--- config.mk ---
export PLATFORM = sky130hd
export DESIGN_NAME = can_frame_message_reassembler_unit
export DESIGN_NICKNAME = d
export VERILOG_FILES = /design/src/rtl/core/cfmr_pkg.sv /design/src/rtl/core/can_frame_message_reassembler_unit.sv
export VERILOG_INCLUDE_DIRS = /design/src /design/src/rtl/core
export SDC_FILE = /design/constraint.sdc
export NUM_CORES = 1
export LEC_CHECK = 0
export BUFFER_PORTS_ARGS = -buffer_cell sky130_fd_sc_hd__buf_2
export CORE_MARGIN = 2
export CORE_UTILIZATION = 45
export DETAILED_ROUTE_END_ITERATION = 6
export GPL_ROUTABILITY_DRIVEN = 0
export SYNTH_ARGS = -nofsm -noshare
export SYNTH_HDL_FRONTEND = slang
export SYNTH_SLANG_ARGS = --single-unit
--- constraint.sdc ---
create_clock -name clock -period 2.75 [get_ports clock]
set_input_delay 0 -clock clock [delete_from_list [all_inputs] [get_ports clock]]
set_output_delay 0 -clock clock [all_outputs]
set_load 0.05 [all_outputs]
--- src/rtl/core/can_frame_message_reassembler_unit_macros.svh ---
// Assertion helpers for the CAN message reassembler.
`ifndef CAN_FRAME_MESSAGE_REASSEMBLER_UNIT_MACROS_SVH
`define CAN_FRAME_MESSAGE_REASSEMBLER_UNIT_MACROS_SVH

// Same-cycle implication, disabled during reset.
`define CFMR_ASSERT_NOW(label, clk, rst, ante, cons, msg) \
   label: assert property (@(posedge clk) disable iff (rst) (ante) |-> (cons)) else $error(msg);

// Next-cycle implication, disabled during reset.
`define CFMR_ASSERT_NEXT(label, clk, rst, ante, cons, msg) \
   label: assert property (@(posedge clk) disable iff (rst) (ante) |=> (cons)) else $error(msg);

`endif

--- src/rtl/core/cfmr_pkg.sv ---
`timescale 1ns / 1ps

package cfmr_pkg;

   localparam int STORE_DEPTH_DEFAULT = 64;

   localparam int CNT_W  = 7;
   localparam int CSR_W  = 32;
   localparam int IDX_W  = 1;
   localparam int REQ_W  = 96;
   localparam int USER_W = 3;

   localparam logic [31:0]      ID_BASE_RESET   = 32'h1911_F000;
   localparam logic [CNT_W-1:0] EXP_LEN_RESET   = 7'd57;
   localparam logic [CNT_W-1:0] COUNT_MAX       = 7'd127;

   localparam logic [7:0] SEQ_FIRST     = 8'h01;
   localparam logic [7:0] SEQ_APPEND_LO = 8'h02;
   localparam logic [7:0] SEQ_APPEND_HI = 8'h07;
   localparam logic [7:0] SEQ_CLOSE     = 8'hFF;
   localparam logic [7:0] FIRST_MARK    = 8'h3C;
   localparam logic [7:0] PAD_BYTE      = 8'h55;

   typedef enum logic [IDX_W-1:0] {
      CSR_ID_BASE = 1'b0,
      CSR_EXP_LEN = 1'b1
   } csr_index_type;

endpackage

--- src/rtl/core/can_frame_message_reassembler_unit.sv ---
`timescale 1ns / 1ps
// Channel   Direction  tdata                                  tuser / tlast
// req_      in         can_id, data_byte0 .. data_byte7       -
// rsp_      out        msg_byte                               accepted, length_error,
//                                                             byte_valid / last
// csr_      in         id_base (0), expected_length (1)       -
//
// A frame is taken while idle, then its bytes go into the store one per cycle
// through the single write port (2, 7 or 8 bytes), followed by a check state and
// then either a result load or, for a complete message, the byte stream; a dropped
// frame goes straight to the result load.
// A completed message streams byte by byte (store read, then output load).
// Synchronous reset clears the byte count and control; the store is not cleared.
// A stalled rsp_ side holds the block at its current result; req_tready is high
// only when no frame is in work.

module can_frame_message_reassembler_unit
   import cfmr_pkg::*;
#(
   parameter int STORE_DEPTH = STORE_DEPTH_DEFAULT
) (
   input  logic              clock,
   input  logic              reset,

   input  logic              req_tvalid,
   output logic              req_tready,
   // can_id[31:0], data_byte0[39:32], data_byte1 .. data_byte7 up to [95:88]
   input  logic [REQ_W-1:0]  req_tdata,

   output logic              rsp_tvalid,
   input  logic              rsp_tready,
   // msg_byte[7:0]
   output logic [7:0]        rsp_tdata,
   // accepted[0], length_error[1], byte_valid[2]
   output logic [USER_W-1:0] rsp_tuser,
   output logic              rsp_tlast,

   input  logic              csr_we,
   input  logic [IDX_W-1:0]  csr_index,
   input  logic [CSR_W-1:0]  csr_wdata
);

`include "can_frame_message_reassembler_unit_macros.svh"

   localparam int AW = $clog2(STORE_DEPTH);
   localparam int IW = (AW > CNT_W) ? AW : CNT_W;
   localparam int XW = IW + 1;

   typedef enum logic [2:0] {
      S_IDLE,
      S_PUT,
      S_CHECK,
      S_RESULT,
      S_RD,
      S_OUT
   } state_type;

   state_type        state_ff;
   logic [31:0]      id_base_ff;
   logic [CNT_W-1:0] expected_length_ff;
   logic [CNT_W-1:0] byte_count_ff;
   logic [7:0]       frame_byte_ff [0:7];
   logic [2:0]       put_idx_ff;
   logic [2:0]       put_end_ff;
   logic             is_close_ff;
   logic [IW-1:0]    rd_idx_ff;
   logic             res_acc_ff;
   logic             res_err_ff;

   logic             rsp_tvalid_ff;
   logic [7:0]       rsp_data_ff;
   logic [USER_W-1:0] rsp_user_ff;
   logic             rsp_last_ff;

   logic [7:0]       store_mem [0:STORE_DEPTH-1];
   logic [7:0]       rd_data_ff;

   logic [31:0]      req_id;
   logic [7:0]       req_seq;
   logic             id_match;
   logic             pad_ok;
   logic             req_fire;
   logic             out_free;
   logic             rsp_load;
   logic [IW-1:0]    cnt_ext;
   logic [XW-1:0]    cnt_x;
   logic [XW-1:0]    rd_next;
   logic             below_depth;
   logic             stream_last;
   logic             mem_we;
   logic             mem_re;

   assign req_id   = req_tdata[31:0];
   assign req_seq  = req_id[7:0];
   assign id_match = (req_id[31:8] == id_base_ff[31:8]);
   assign pad_ok   = (req_tdata[55:48] == PAD_BYTE) && (req_tdata[63:56] == PAD_BYTE) &&
                     (req_tdata[71:64] == PAD_BYTE) && (req_tdata[79:72] == PAD_BYTE) &&
                     (req_tdata[87:80] == PAD_BYTE) && (req_tdata[95:88] == PAD_BYTE);

   assign req_tready = (state_ff == S_IDLE);
   assign req_fire   = req_tvalid && req_tready;
   assign out_free   = !rsp_tvalid_ff || rsp_tready;
   // output register takes a new request result or message byte this cycle
   assign rsp_load   = ((state_ff == S_RESULT) || (state_ff == S_OUT)) && out_free;

   assign cnt_ext     = IW'(byte_count_ff);
   assign cnt_x       = XW'(byte_count_ff);
   assign rd_next     = XW'(rd_idx_ff) + XW'(1);
   assign below_depth = (cnt_x < XW'(STORE_DEPTH));
   // stream ends at the byte count or at the end of the store, whichever is first
   assign stream_last = (rd_next == cnt_x) || (rd_next == XW'(STORE_DEPTH));

   assign mem_we = (state_ff == S_PUT) && below_depth;
   assign mem_re = (state_ff == S_RD);

   assign rsp_tvalid = rsp_tvalid_ff;
   assign rsp_tdata  = rsp_data_ff;
   assign rsp_tuser  = rsp_user_ff;
   assign rsp_tlast  = rsp_last_ff;

   // byte store, one write and one registered read port
   always_ff @(posedge clock) begin
      if (mem_we) begin
         store_mem[cnt_ext[AW-1:0]] <= frame_byte_ff[put_idx_ff];
      end
      if (mem_re) begin
         rd_data_ff <= store_mem[rd_idx_ff[AW-1:0]];
      end
   end

   always_ff @(posedge clock) begin
      if (reset) begin
         id_base_ff         <= ID_BASE_RESET;
         expected_length_ff <= EXP_LEN_RESET;
      end else if (csr_we) begin
         case (csr_index)
            CSR_ID_BASE: id_base_ff         <= csr_wdata;
            CSR_EXP_LEN: expected_length_ff <= csr_wdata[CNT_W-1:0];
            default: ;
         endcase
      end
   end

   always_ff @(posedge clock) begin
      if (reset) begin
         state_ff      <= S_IDLE;
         byte_count_ff <= '0;
         rsp_tvalid_ff <= 1'b0;
      end else begin
         if (rsp_tvalid_ff && rsp_tready && !rsp_load) begin
            rsp_tvalid_ff <= 1'b0;
         end
         case (state_ff)
            S_IDLE: begin
               if (req_fire) begin
                  for (int i = 0; i < 8; i++) begin
                     frame_byte_ff[i] <= req_tdata[32 + 8*i +: 8];
                  end
                  res_acc_ff  <= 1'b0;
                  res_err_ff  <= 1'b0;
                  is_close_ff <= 1'b0;
                  put_idx_ff  <= 3'd0;
                  put_end_ff  <= 3'd7;
                  state_ff    <= S_RESULT;
                  if (id_match) begin
                     if (req_seq == SEQ_FIRST) begin
                        if (req_tdata[39:32] == FIRST_MARK) begin
                           byte_count_ff <= '0;
                           put_idx_ff    <= 3'd1;
                           state_ff      <= S_PUT;
                        end
                     end else if (req_seq inside {[SEQ_APPEND_LO:SEQ_APPEND_HI]}) begin
                        state_ff <= S_PUT;
                     end else if (req_seq == SEQ_CLOSE && pad_ok) begin
                        is_close_ff <= 1'b1;
                        put_end_ff  <= 3'd1;
                        state_ff    <= S_PUT;
                     end
                  end
               end
            end
            S_PUT: begin
               if (byte_count_ff != COUNT_MAX) begin
                  byte_count_ff <= byte_count_ff + CNT_W'(1);
               end
               put_idx_ff <= put_idx_ff + 3'd1;
               if (put_idx_ff == put_end_ff) begin
                  state_ff <= S_CHECK;
               end
            end
            S_CHECK: begin
               if (!is_close_ff) begin
                  res_acc_ff <= 1'b1;
                  state_ff   <= S_RESULT;
               end else if (byte_count_ff == expected_length_ff) begin
                  rd_idx_ff <= '0;
                  state_ff  <= S_RD;
               end else begin
                  res_err_ff <= 1'b1;
                  state_ff   <= S_RESULT;
               end
            end
            S_RESULT: begin
               if (out_free) begin
                  rsp_tvalid_ff <= 1'b1;
                  rsp_data_ff   <= 8'd0;
                  rsp_user_ff   <= {1'b0, res_err_ff, res_acc_ff};
                  rsp_last_ff   <= 1'b1;
                  state_ff      <= S_IDLE;
               end
            end
            S_RD: begin
               state_ff <= S_OUT;
            end
            S_OUT: begin
               if (out_free) begin
                  rsp_tvalid_ff <= 1'b1;
                  rsp_data_ff   <= rd_data_ff;
                  rsp_user_ff   <= {1'b1, 1'b0, 1'b1};
                  rsp_last_ff   <= stream_last;
                  if (stream_last) begin
                     state_ff <= S_IDLE;
                  end else begin
                     rd_idx_ff <= rd_next[IW-1:0];
                     state_ff  <= S_RD;
                  end
               end
            end
            default: state_ff <= S_IDLE;
         endcase
      end
   end

   `CFMR_ASSERT_NEXT(a_req_starts_work, clock, reset, req_fire, state_ff != S_IDLE,
      "request accepted but block stayed idle")
   `CFMR_ASSERT_NEXT(a_count_monotonic, clock, reset, state_ff != S_IDLE,
      byte_count_ff >= $past(byte_count_ff), "byte count dropped outside a restart")
   `CFMR_ASSERT_NOW(a_read_in_range, clock, reset, state_ff == S_RD, rd_next <= cnt_x,
      "store read beyond byte count")
   `CFMR_ASSERT_NEXT(a_stream_continues, clock, reset,
      rsp_tvalid && rsp_tready && rsp_tuser[2] && !rsp_tlast,
      rsp_tvalid || state_ff == S_RD || state_ff == S_OUT,
      "message stream ended without last")

endmodule

* Yosys cells after proc, flatten, opt, wreduce, memory -nomap -nowiden *
Memory sizes are Yosys's and may differ from the RTL's. A register that Yosys moved wholly into a read port is not among the register bits.
Index checks and enable logic that the tools add are counted.
W data, S select, Z words.

cells by class
  add/subtract/negate cells = 3
  order comparisons = 3
  equal/unequal tests = 33
  multiplexer cells = 56
  bitwise gates (word level) = 3
  reduce and logical (&&, ||, !) cells = 34

operators by type and width
  kind                   number
  $mux W7                9
  $eq A8 B7 Y1 const B   7
  $mux W3                14
  $pmux W7 S2            2
  $eq A24 B24 Y1         1
  $mux W1                19
  $pmux W3 S6            1
  $mux W8                2
  $pmux W8 S2            1
  $ne A2 B2 Y1 const B   7
  $logic_and A1 B1 Y1    12
  $ne A2 B1 Y1 const B   6
  $pmux W3 S2            2
  $reduce_and A4 Y1      3
  $reduce_and A6 Y1      2
  $add A7 B1 Y8 const B  1
  $eq A8 B1 Y1 const B   1
  $eq A8 B6 Y1 const B   1
  $eq A8 B7 Y1           1
  $eq A8 B8 Y1 const B   1
  $ge A8 B2 Y1 const B   1
  $le A8 B3 Y1 const B   1
  $reduce_bool A2 Y1     4
  $add A7 B1 Y7 const B  1
  other kinds (19)       32

word-level totals
  bits in registers = 78
  memory bits (writable) = 576
  input port bits = 134
  memories = 2

memories
  memory         depth  bits a word  read ports  clocked after Yosys merged registers in  write ports  line                                      source
  store_mem      64     8            1           1                                        1            can_frame_message_reassembler_unit.sv:75  logic [7:0] store_mem [0:STORE_DEPTH-1];
  frame_byte_ff  8      8            1           1                                        8            can_frame_message_reassembler_unit.sv:62  logic [7:0] frame_byte_ff [0:7];

* Longest topological paths before layout *
  depth in word-level cells = 13
  depth in mapped cells = 9

* Worst setup path after synthesis *
OpenSTA, ideal clock, no wires.

  path type = register -> register
  from = reg state_ff[0]
  to = mem frame_byte_ff[0][0] (enable)
  setup time = 0.418 ns
  data arrival time = 2.522 ns
  required time = 2.332 ns
  setup slack = -0.190 ns
  stages on the path, launching flop included = 6
  buffers on the path = 1
  path through = dfxtp_1 clkbuf_1 o21ai_0 nor2_1 nand2_1 inv_1

RTL lines
  item                      line                                       source
  start: declaration        can_frame_message_reassembler_unit.sv:58   state_type state_ff;
  start signal: assignment  can_frame_message_reassembler_unit.sv:146  state_ff <= S_IDLE;
  start signal: assignment  can_frame_message_reassembler_unit.sv:164  state_ff <= S_RESULT;
  start signal: assignment  can_frame_message_reassembler_unit.sv:170  state_ff <= S_PUT;
  end: declaration          can_frame_message_reassembler_unit.sv:62

==> qor.yml <==
global_route_total_usage_across_every_layer_pct: 21.7
critical_path_arrival_ns: 2.99
clk_pin_slew_ns: 0.06
p_per_area_nw_per_um2: 724
layout-drive-gt1-share_pct: 30.1
vias_in_the_first_global_route: 15100
overflow_after_grt: 0
synth.most_common_cell: "edfxtp_1"
synth_top_cell_by_area: "edfxtp_1"
seq_area_um2: 19200
die_x_um: 245
total_switching_power_mw: 5.20
place_ws_ns: 0.0982
timing_max_transition_violations_final: 0
hold_path_class: "input port to flop"
clockPowerShare_pct: 39.1
area_growth_syn_to_fin_pct: 23.4
maximum_number_of_buffers_from_clock_root_to_sink: 3
clock_insertion_delay_worst_skew_ns: 0.59
slew_at_the_pin_closest_to_its_max_slew_limit_ns: 0.946
synth-edff-count: 610
drc: 0
syn_area_um2: 26100
ios: 148
hold_viol_final: 0
power_switching_share_pct: 22.3
std_cell_rows: 88
final.setup.worst_slack_ns: 0.103
critical_path_class: "flop to flop"
synth.area.top_cells: "edfxtp_1, mux4_2, dfxtp_1"
final-setup-viol-count: 0
finalCritPeriodShare_pct: 96.3
drt-vias-per-instance: 5.55
design.die.area_um2: 60000
worst_slew_margin_rel_pct: 36.9
synth.net_count: 1509
layout.nets: 1919
finClkSkew_ns: 0.0210
comb_power_share_pct: 9.2
grt_setup_unrepaired: "no"
multi_input_area_um2: 6560
grt_antenna_before_repair: 2
synthesis.area_per_instance_um2: 19.0
synth.yosys.warnings: 0
cts_root_buffer: "clkbuf_16"
clock_tree_from_tritoncts: "built"
ir_drop_mv: 0.506
synth_async_sr_flop_share_pct: 0
post-route-min-period_ns: 2.65
avgRoutedWirePerCell_um: 24.3
h_tree_lvl_count: 3
critPathRequiredTime_ns: 3.09
grt_start_max_net_pins: 67
yosys_reg_bits: 655
seq_area_frac_synth_pct: 73.5
critPathLaunchType: "flop"
synthDominantCellAreaShare_pct: 70.1
fillers: 4297
clock.fmax_mhz: 378
effective_utilization_at_floorplan_pct: 45.4
synth.cells.most_frequent: "edfxtp_1, mux4_2, nor2_1"
critical_path_peak_fanout: 18
cap_viol_max_count: 0
reported_leakage_power_nw: 10.8
endpoint_kind: "flop"
count_of_mapped_cells_out_of_synthesis: 1372
dpl.hpwl_um: 39300
fin_setup_tns_ns: 0
detailedRoute.firstIterationViolations: 1388
drt_first_pass_iters: 5
internal_power_mw: 18.1
run_status: "finished clean"
chipHeight_um: 245
cts_sink_count: 655
port_buffers: 146
grt_first_pass_wirelength_um: 95200
design.core.area_um2: 57600
seq_power_share_pct: 51.8
post_synth_num_cell_types: 56
cts_buffers: 69
drt.antenna.violating_nets: 0
route.final.wire_length_um: 63000
num_vias: 14400
synth_ff_type: "edfxtp_1"
## registers in the layout, indices dropped and copies added (netlist names), 7 cells and up, named ones only
name                flops
id_base_ff             24
rd_data_ff              8
expected_length_ff      7
store_mem             512
frame_byte_ff          64
byte_count_ff           7
rd_idx_ff               7
rsp_tdata               8
## routing by layer
| metal | GRT usage (%) | wire (um) | vias to the layer above |
|---|---|---|---|
| li1 | - | - | 6379 |
| met1 | 28.9 | 26100 | 7450 |
| met2 | 36.1 | 31600 | 424 |
| met3 | 3.76 | 3210 | 145 |
| met4 | 7.80 | 2030 | 2 |
| met5 | 0 | 9 | - |
## area by class of cell
class	instances	area share, %
Sequential cell	655	59.6
Clock buffer	88	5.87
Clock inverter	31	0.974
Multi-Input combinational cell	633	20.3
Timing Repair Buffer	414	10.1
Inverter	9	0.116
Antenna cell	1	0.00776
Tap cell	765	2.97
## final timing paths
check          startpoint          endpoint  slack, ns  cells past startpoint
max          rd_idx_ff[0]     rd_data_ff[3]       0.10                      6
min          req_tdata[8]  byte_count_ff[2]       0.08                      7
max reg2reg  rd_idx_ff[0]     rd_data_ff[3]       0.10                      6
min reg2reg    res_acc_ff      rsp_tuser[0]       0.49                      1
## per-stage QoR
stage	utilization [%]	std cells	instance area, um2	power (mW)	hold slack (ns)
after floorplan	-	1372	26100	13.3	0.0989
after global placement	49.7	2333	28600	14.2	0.180
after detailed placement	49.7	2333	28600	14.3	0.182
after CTS	56.0	2594	32200	23.6	0.0337
after global routing	56.0	2596	32300	24.2	0.100
final	56.0	2596	32300	23.3	0.0796
## power groups by stage
| stage | sequential [mW] | combinational, mW | clock, mW |
|---|---|---|---|
| floorplan | 12.3 | 1.01 | 0 |
| global placement | 12.3 | 1.95 | 0 |
| detailed placement | 12.3 | 2.03 | 0 |
| CTS | 12.1 | 2.18 | 9.33 |
| global route | 12.1 | 2.35 | 9.72 |
| finish | 12.1 | 2.14 | 9.12 |
## cell families after synthesis
group | share of synthesized area (%)
AOI/OAI and AO/OA | 2.66
xor gates and xnor gates | 1.47
muxes | 15.0
DFF | 73.5
adders and majority gates | 0.144
buffers and inverters | 1.41
and+or+nand+nor | 5.78
## timing repair
item / 4_1_cts / 5_1_grt
hold endpoints to repair: 103 / 0
hold buffers: 142 / 0
resized for setup: 0 / 2
setup buffers: 0 / 1
setup endpoints to repair: 0 / 8
## critical path: stages (launching register included)
cell and delay [ns]:
edfxtp_1 0.43, buf_12 0.21, buf_12 0.21, mux4_2 0.52, mux4_2 0.50, a22o_1 0.25, a221o_1 0.25
## placed cells by master, fill, tap and decap left out, types with 16 or more instances in the layout
| cell type | synthesis | routed |
|---|---|---|
| edfxtp_1 | 610 | 610 |
| mux4_2 | 166 | 166 |
| buf_2 | 16 | 146 |
| dlygate4sd3_1 | 0 | 142 |
| buf_4 | 3 | 112 |
| nor2_1 | 92 | 92 |
| nand2_1 | 83 | 83 |
| clkbuf_16 | 0 | 73 |
| dfxtp_1 | 45 | 45 |
| xnor2_1 | 40 | 40 |
| a21oi_1 | 31 | 30 |
| and3_1 | 17 | 17 |
| a22oi_1 | 17 | 16 |
| o21ai_0 | 16 | 16 |
| nand4_1 | 16 | 16 |
| clkinv_1 | 0 | 16 |
Note: power is estimated with default switching activity, not from simulation.
